### src/rtl/lesf_pkg.sv
// ----------------------------------------------------------------------------
// lesf_pkg
// Shared types and constants for the line element shape function core.
// ----------------------------------------------------------------------------
package lesf_pkg;

  // coordinate and intermediate widths
  localparam int PT_W    = 32;
  localparam int DIFF_W  = 33;
  localparam int PROD_W  = 66;
  localparam int MAG_W   = 66;
  localparam int DEN_W   = 67;
  localparam int CAP_BITS = 27;
  localparam int T_W     = CAP_BITS + 1;
  localparam int OUT_W   = 19;
  localparam int OUT_MAX = 262143;
  localparam int OUT_MIN = -262144;

  // register indexes
  localparam logic [1:0] REG_NODE0_X = 2'd0;
  localparam logic [1:0] REG_NODE0_Y = 2'd1;
  localparam logic [1:0] REG_NODE1_X = 2'd2;
  localparam logic [1:0] REG_NODE1_Y = 2'd3;

  // control that travels with an item down the divider row
  typedef struct packed {
    logic valid;
    logic cap;
    logic deg;
  } lesf_ctl_t;

endpackage

### src/rtl/lesf_div_cell.sv
// ----------------------------------------------------------------------------
// lesf_div_cell
// One restoring divider cell: decides one quotient bit and passes on.
// ----------------------------------------------------------------------------
module lesf_div_cell #(
  parameter int RW    = 94,
  parameter int SHIFT = 0
) (
  input  logic                          clk,
  input  logic                          rst,
  input  logic                          en,
  input  lesf_pkg::lesf_ctl_t           ctl_in,
  input  logic [RW-1:0]                 rem_in,
  input  logic [lesf_pkg::DEN_W-1:0]    den_in,
  input  logic [lesf_pkg::CAP_BITS-1:0] q_in,
  output lesf_pkg::lesf_ctl_t           ctl,
  output logic [RW-1:0]                 rem,
  output logic [lesf_pkg::DEN_W-1:0]    den,
  output logic [lesf_pkg::CAP_BITS-1:0] q
);

  logic [RW-1:0] dsh;
  logic          ge;

  // shifted divisor and trial compare
  assign dsh = RW'(den_in) << SHIFT;
  assign ge  = rem_in >= dsh;

  // control
  always_ff @(posedge clk) begin
    if (rst) begin
      ctl <= '0;
    end else if (en) begin
      ctl <= ctl_in;
    end
  end

  // payload
  always_ff @(posedge clk) begin
    if (en) begin
      den <= den_in;
      rem <= ge ? rem_in - dsh : rem_in;
      q   <= q_in | (ge ? (lesf_pkg::CAP_BITS)'(1) << SHIFT : '0);
    end
  end

endmodule

### config.mk
export PLATFORM = sky130hd
export DESIGN_NAME = lesf_div_cell
export DESIGN_NICKNAME = d
export VERILOG_FILES = /design/src/rtl/lesf_pkg.sv /design/src/rtl/lesf_div_cell.sv
export SDC_FILE = /design/constraint.sdc
export NUM_CORES = 1
export LEC_CHECK = 0
export BUFFER_PORTS_ARGS = -buffer_cell sky130_fd_sc_hd__buf_4
export CAP_MARGIN = 20
export CORE_MARGIN = 2
export CORE_UTILIZATION = 30
export CTS_CLUSTER_DIAMETER = 80
export CTS_CLUSTER_SIZE = 30
export DETAILED_ROUTE_END_ITERATION = 16
export SLEW_MARGIN = 40
export SYNTH_ARGS = -nofsm -noshare
export SYNTH_HDL_FRONTEND = slang
export SYNTH_SLANG_ARGS = --single-unit
### constraint.sdc
create_clock -name clk -period 5.9 [get_ports clk]
set_clock_uncertainty 0.2 [all_clocks]
set_input_delay 1.18 -clock clk [delete_from_list [all_inputs] [get_ports clk]]
set_output_delay 1.18 -clock clk [all_outputs]
set_load 0.1 [all_outputs]
## After elaboration in Yosys (flattened, before gate mapping)

Cells that the tools add are included.

| cells by class | value |
|---|---|
| bitwise logic cells | 1 |
| add/subtract/negate cells | 1 |
| order comparisons | 1 |
| multiplexer cells | 2 |

Operators by type and width:

| kind | number |
|---|---|
| 94-bit by 67-bit >= comparator with 1-bit output | 1 |
| 94-bit 2-to-1 mux | 1 |
| 94-bit by 67-bit subtractor with 94-bit output | 1 |
| 27-bit by 1-bit OR with 27-bit output | 1 |
| 1-bit 2-to-1 mux | 1 |

| word-level totals | value |
|---|---|
| output and inout bits | 191 |
| flip-flop bits (word level) | 191 |

## Depth between registers and ports, before layout

Gate-level depths: netlist of run 1.

| depth | value |
|---|---|
| depth in word-level cells | 3 |
| depth in mapped cells | 14 |

## Worst setup path after synthesis of run 1

No wires, ideal clock.

| path | value |
|---|---|
| path type | input -> register |
| from | input port rem_in[0] |
| to | register rem[14] (data pin) |
| setup time | 0.260 ns |
| buffers on the path | 1 |
| setup slack | 1.477 ns |
| stages on the path | 12 |
| arrival time | 3.964 ns |
| path through | inv_1 > ha_1 > fa_1 > nand2b_1 > a21oi_1 > a211oi_1 > o21ai_1 > a21o_1 > a31oi_1 > o31ai_4 > buf_2 > mux2_2 |

| between the ends | value |
|---|---|
| longest elaborated chain between the ends | 2 |

RTL lines:

| item | line | RTL |
|---|---|---|
| from (decl) | lesf_div_cell.sv:13 | `input logic [RW-1:0] rem_in,` |
| 94-bit by 67-bit subtractor with 94-bit output / 94-bit by 67-bit >= comparator with 1-bit output (equally long branches) | lesf_div_cell.sv:42, lesf_div_cell.sv:27 |  |
| 94-bit 2-to-1 mux * | lesf_div_cell.sv:42 | `rem <= ge ? rem_in - dsh : rem_in;` |
| to (signal assigned) | lesf_div_cell.sv:42 |  |
| to (decl) | lesf_div_cell.sv:17 | `output logic [RW-1:0] rem,` |

Every way passes the cells marked *; elsewhere a longest branch is shown, timed or not.
A chain may end at the register's enable or synchronous reset.

## Worst setup path after layout of run 1

| path | value |
|---|---|
| from | input port rem_in[0] |
| to | register rem[91] (data pin) |

Same word-level chain as after synthesis.

==> summary.txt, run 1 <==
Synthesis
  – Top FF cell, synth: edfxtp_1
  – Number of synthesis warnings: 0
  – Syn Std Cell Area: 11,730 um2
  – Synth unique cells: 62
  – Synth Net Count: 1,446
  – Async SR Flop Fraction: 0%
  – Post-synth EDFFs: 188
  – Mean Syn Cell Area: just under 10 um2
  – Mapped Cells: 1,184
  – Number of synthesized register bits: around 190
  – Sequential share of the synthesized area: 48.62%

Cells and area
  – Most frequent cells in the layout: buf_4, edfxtp_1, a21oi_1
  – Leading cell type in the layout, fill and taps excluded: buf_4
  – Nets: 1,819
  – Post-layout util: about 41%
  – Area Growth Syn to Fin: 35.04%
  – Filler instances: 3,830
  – Proportion of layout cells with a drive suffix above 1: 29.11%

Clock network
  – # Post-CTS Setup Buffers: 0
  – CTS Root Cell: clkbuf_16
  – Clk sink count: approximately 190
  – Post-cts resize count: 0
  – Clock latency on the worst-skew pair: 0.47 ns
  – Post-CTS Hold Fix Bufs: 0
  – TritonCTS clock tree: done
  – CTS Buf Count: 17
  – Longest Clk Path Bufs: 2
  – Clk slew on worst S/H paths: approximately 0.07 ns
  – H-tree levels: 4

Route
  – WL/cell: 18.93 um
  – Antenna-violating nets left: 0
  – First-iteration detailed-routing DRC count: 563
  – Via count: 10,530
  – Drc violations: 0
  – Routed wire length: 39,540 um
  – Vias per cell: 5.042
  – First drt pass iteration count: 7

STA
  – Hold Violations, Final: 0
  – Worst-margin pin slew: 0.8263 ns
  – Tcrit/Tclk final: slightly above 80%
  – Setup violators final: 0
  – Final slew viol count: 0
  – Final worst path period need: 4.873 ns
  – Max-slew headroom: ~45%
  – Post-route setup TNS: 0 ns
  – RSZ-0062 raised after global routing: no
  – Max Clock Freq: 0.2052 GHz

Worst hold path
  – Hold Crit Class: register to register

Critical path
  – CP Launch Type: input port
  – Flop2flop setup slack: 5.09 ns
  – Worst-path cell chain: buf_4, inv_1, ha_1, fa_1, nand2b_1, a21oi_1, a211oi_1, o21ai_1, a21o_1, a31oi_1, o31ai_4, buf_4, nand4_4, nor3_1, xor2_1
  – CP bufs+invs: 3
  – Crit path required time: ~5.9 ns
  – Crit-path slowest cell: o31ai_4
  – Setup Crit Path Kind: input port to register
  – Most common cell on crit path: buf_4
  – CP max FO: 8
  – CP top delay family: compound AO/OA/AOI/OAI gates
  – CP arrival: 4.89 ns
  – CP Capture Type: register
  – Worst path max stage delay: 0.65 ns

Placement
  – HPWL Detailed: 31,840 um
  – Final GP Congestion: 0.8715
  – Port buffer count: 384

Die
  – Width of the die: roughly 200 um
  – Initial core utilization: 30.36%
  – DIE AREA: 40,710 um2
  – Core Area: 38,650 um2
  – Row count: 72
  – Die Height: ~200 um
  – # IOs: 385

GRT
  – Initial antenna violation count: 1
  – GR Overflow Total: 0
  – Largest net degree at the start of global routing: 125
  – First-pass GRT wire length: 60,280 um
  – Vias in the first global route: approximately 10,000
  – Total GRT Usage: around 19%

Flow run
  – Max Cap Viol: 0

Power
  – VDD IR max: 0.2125 mV
  – Lkg Pwr: 6.619 nW
  – PD cells: about 320 nW/um2

Run status
  – Status: finished clean
-- flip-flops by register name, indices dropped and copies added, names as in the netlist --
signal / count
rem: 94
ctl: 3
den: 67
q: 27
-- layer usage --
| layer | track usage (%) | wire [um] |
|---|---|---|
| met1 | 26.20 | 18220 |
| met2 | 29.93 | 17810 |
| met4 | 6.985 | 954 |
| met5 | 0 | 38 |
| met3 | 4.450 | 2517 |
-- Yosys cell counts, types with 4 or more instances --
| master | number | share of area (%) |
|---|---|---|
| o211ai_1 | 9 | 0.58 |
| edfxtp_1 | 188 | 48 |
| or4_1 | 10 | 0.64 |
| nor3_1 | 23 | 0.98 |
| o21ai_0 | 53 | 2.3 |
| o21bai_1 | 17 | 1.1 |
| mux2_2 | 11 | 1.1 |
| ha_1 | 67 | 7.1 |
| o22ai_1 | 4 | 0.21 |
| o21a_1 | 11 | 0.70 |
| nand4_1 | 39 | 2.1 |
| or2_2 | 8 | 0.43 |
| o31a_1 | 4 | 0.30 |
| or3_1 | 6 | 0.32 |
| nand3_1 | 24 | 1.0 |
| buf_2 | 13 | 0.55 |
| a211oi_1 | 7 | 0.45 |
| nand2b_1 | 7 | 0.37 |
| a21o_1 | 21 | 1.3 |
| nor2b_1 | 5 | 0.27 |
| nor4_1 | 15 | 0.80 |
| inv_1 | 84 | 2.7 |
| a21oi_1 | 153 | 6.5 |
| and3_1 | 8 | 0.43 |
| clkbuf_1 | 34 | 1.1 |
| a31oi_1 | 6 | 0.32 |
| xnor2_1 | 54 | 4.0 |
| xor2_1 | 37 | 2.8 |
| nor2_1 | 126 | 4.0 |
| nand2_1 | 84 | 2.7 |
| and2_1 | 5 | 0.27 |
-- path summary, 6_finish.rpt --
check,from,endpoint,cells past startpoint
max,rem_in[0],rem[91],15
min,ctl[2],ctl[2],2
max reg2reg,ctl[1],ctl[1],2
min reg2reg,ctl[2],ctl[2],2
-- area by class of cell --
class	instances	area [um2]	share of cell area (%)
clock buffer	20	436.7	2.756
clock inverter	12	153.9	0.9713
timing repair buffer	402	3073	19.39
inverter	84	315.3	1.990
antenna	1	2.502	0.01579
multi-input combinational	861	5510	34.78
sequential	191	5705	36.01
tap	518	648.1	4.090
-- stage by stage --
stage | cells | hold WS [ns] | cell area (um2) | total power (W) | setup slack (ns)
2_1_floorplan | 1184 | 0.7705 | 11730 | 0.003302 | 1.477
3_5_place_dp | 2056 | 0.2921 | 15250 | 0.003866 | 0.5554
4_1_cts | 2088 | 0.3090 | 15840 | 0.005106 | 1.056
3_3_place_gp | 2056 | 0.2801 | 15240 | 0.003861 | 0.6003
6_report | 2089 | 0.3004 | 15850 | 0.005060 | 1.027
5_1_grt | 2088 | 0.3498 | 15840 | 0.005249 | 0.7404
-- report_power, final --
part | total [W] | leakage, nW | switching [W] | internal (W)
clock network | 0.00122 | 0.285 | 0.000555 | 0.000669
logic | 0.00211 | 4.47 | 0.00159 | 0.000519
registers | 0.00173 | 1.87 | 0.0000485 | 0.00168
-- logic make-up (layout without fill, tap and decap cells) --
kind of cell | Yosys count | after routing | share of synthesized area (%)
multiplexers | 14 | 14 | 1.312
flip-flops | 191 | 191 | 48.62
AO/OA/AOI/OAI | 312 | 312 | 15.87
buffers and inverters | 132 | 518 | 4.425
other | 0 | 1 | 0
adder cells (fa/ha/maj) | 68 | 68 | 7.315
XOR/XNOR | 91 | 91 | 6.792
AND/OR/NAND/NOR | 376 | 376 | 15.66
-- worst reg2reg max path, stage by stage, from the launching register on --
cell and delay (ns):
dfxtp_1 0.31, mux2i_1 0.14, nor2_1 0.06
Note: power is estimated with default switching activity, not from simulation.
==> run 2: changes to the inputs <==
==> constraint.sdc (replaced) <==
create_clock -name clk -period 4.2 [get_ports clk]
set_clock_uncertainty 0.2 [all_clocks]
set_input_delay 0.84 -clock clk [delete_from_list [all_inputs] [get_ports clk]]
set_output_delay 0.84 -clock clk [all_outputs]
set_load 0.1 [all_outputs]
==> run 2 against run 1 <==
Effect of this change: sequential power increased by 40%; highest routed layer is now met4; routed wire length increased by 2.0%; non-clock buffer count increased by 133; critical endpoint is now rem[21]; largest cell class unchanged; final area increased by 6.5%; first-iteration DRC count increased by 22%; worst setup slack got worse by 0.80 ns; clock-buffer cell count decreased by 3; flip-flop and latch count unchanged.
==> summary.txt, run 2 (synthesis results as in run 1) <==
Run status
  – Status: finished clean

Power
  – Int Pwr: 0.004098 W
  – Combinational power share: a little over two fifths
  – Sw frac: roughly 43%
  – PD cells: 429.7 nW/um2
  – Lkg Pwr: between 7 and 8 nW
  – Seq pwr share: 33.4%
  – VDD IR max: 0.3214 mV
  – Total Power: between 0.007 and 0.008 W
  – Clock network power share: 23.7%
  – Switching power: 0.003151 W

STA
  – Post-route setup slack: 0.2266 ns
  – Setup violators final: 0
  – Max-slew headroom: 50.46%
  – Final slew viol count: 0
  – Final worst path period need: between 3 and 4 ns
  – RSZ-0062 raised after global routing: no
  – Worst hold margin: between 0.3 and 0.4 ns
  – Max Clock Freq: roughly 0.25 GHz
  – Hold Violations, Final: 0
  – Worst-margin pin slew: approximately 0.74 ns
  – Tcrit/Tclk final: 94.60%

Clock network
  – Clk slew on worst S/H paths: 0.07 ns
  – CTS Buf Count: 17
  – H-tree levels: 4
  – TritonCTS clock tree: done
  – Longest Clk Path Bufs: 2
  – Clock latency on the worst-skew pair: 0.47 ns
  – CTS Root Cell: clkbuf_16
  – Clk sink count: 191

Cells and area
  – Max reg flops: 94
  – Nets: 1,952
  – Top flop regs: rem x94, den x67, q x27
  – Proportion of layout cells with a drive suffix above 1: 34.82%
  – Most frequent cells in the layout: buf_4, edfxtp_1, a21oi_1
  – Top reg by flops: rem
  – Filler instances: roughly 3,800
  – Leading cell type in the layout, fill and taps excluded: buf_4
  – Area Growth Syn to Fin: 43.77%
  – Multi-input logic area: 5510 um2
  – Register Area: ~5700 um2

Critical path
  – CP bufs+invs: 5
  – CP top delay family: compound AO/OA/AOI/OAI gates
  – Flop2flop setup slack: between 3 and 4 ns
  – Worst-path cell chain: buf_4, inv_1, ha_1, fa_1, nand2b_1, a21oi_1, a211oi_1, o21ai_1, buf_4, a21o_1, a31oi_1, o31ai_4, buf_4, buf_12, mux2_2
  – Reg2reg start: ctl[2]
  – Setup Crit Path Kind: input port to register
  – CP Launch Type: input port
  – Worst path max stage delay: roughly 0.41 ns
  – Crit-path slowest cell: fa_1
  – CP max FO: 30
  – Reg2reg end: ctl[2]
  – Reg2Reg Depth: 2
  – CP arrival: 4.00 ns
  – Most common cell on crit path: buf_4
  – Crit path required time: 4.23 ns
  – CP Capture Type: register

Die
  – Row count: 72
  – Initial core utilization: 30.36%
  – Core Area: 38,650 um2
  – DIE AREA: 40,710 um2
  – # IOs: 385
  – Width of the die: 201.8 um
  – Die Height: 201.8 um

GRT
  – GR Overflow Total: 0
  – Total GRT Usage: about a fifth
  – Largest net degree at the start of global routing: 75
  – First-pass GRT wire length: 61,490 um
  – Initial antenna violation count: 1
  – Vias in the first global route: 10,930

Worst hold path
  – Min-delay src: ctl[1]
  – Worst Hold End: ctl[1]
  – Hold Crit Class: register to register
  – WHS Path Cells: 2

Route
  – First drt pass iteration count: 5
  – WL/cell: between 15 and 20 um
  – First-iteration detailed-routing DRC count: 689
  – Routed wire length: 40,310 um
  – Drc violations: 0
  – Vias per cell: just under 5
  – Via count: 10,870
  – Antenna-violating nets left: 0

Placement
  – Port buffer count: 384
  – Final GP Congestion: 0.8535
  – HPWL Detailed: ~33,000 um
  – Post-Place Setup Slack: -0.2454 ns

Flow run
  – Max Cap Viol: 0
## run 2: area by class of cell
cell class | count | share of cell area, %
Antenna cell | 1 | 0.01483
Clock buffer | 17 | 2.522
Clock inverter | 15 | 1.053
Inverter | 84 | 1.869
Multi-Input combinational cell | 861 | 32.66
Sequential cell | 191 | 33.82
Tap cell | 518 | 3.842
Timing Repair Buffer | 535 | 24.22
## run 2: how the worst max path moves through the flow
| stage | startpoint | end | slack (ns) | depth (start not counted) |
|---|---|---|---|---|
| 6_report | rem_in[0] | rem[21] | 0.23 | 15 |
| 5_1_grt | rem_in[0] | rem[66] | 0.08 | 17 |
| 4_1_cts | rem_in[0] | rem[6] | 0.24 | 15 |
| 3_5_place_dp | rem_in[0] | rem[6] | -0.25 | 15 |
| 3_3_place_gp | rem_in[0] | rem[19] | -0.19 | 15 |
| 2_1_floorplan | rem_in[0] | rem[14] | 0.12 | 12 |
## run 2: power groups by stage
| stage | clock, W | combinational, W | sequential, W |
|---|---|---|---|
| 3_5_place_dp | 0 | 0.00311 | 0.00246 |
| 3_3_place_gp | 0 | 0.00311 | 0.00246 |
| 5_1_grt | 0.00182 | 0.00327 | 0.00244 |
| 6_report | 0.00172 | 0.00311 | 0.00242 |
| 2_1_floorplan | 0 | 0.000670 | 0.00397 |
| 4_1_cts | 0.00176 | 0.00312 | 0.00242 |
## run 2: stage by stage
stage / cells / utilization, % / instance area (um2) / TNS, ns
2_1_floorplan: 1184 / - / 11730 / 0
3_3_place_gp: 2189 / 42.08 / 16260 / -5.429
3_5_place_dp: 2189 / 42.08 / 16260 / -9.152
4_1_cts: 2221 / 43.64 / 16870 / 0
5_1_grt: 2221 / 43.64 / 16870 / 0
6_report: 2222 / 43.65 / 16870 / 0
## run 2: tightest hold or removal path, stage by stage (launching register included)
cell     delay, ns
dfxtp_1       0.33
mux2i_1       0.07
nor2_1        0.07
## run 2: metal layers
layer  GRT usage (%)  up-vias  wire, um
li1                -     5359         -
met1           27.01     5099     18680
met2           31.13      382     18500
met3           4.370       34      2479
met4           5.462        0       652
met5               0        -         0
## run 2: timing repair
item	4_1_cts	5_1_grt
hold buffers	0	0
setup buffers	0	0
resized for setup	0	1
endpoints found under the setup margin	0	1
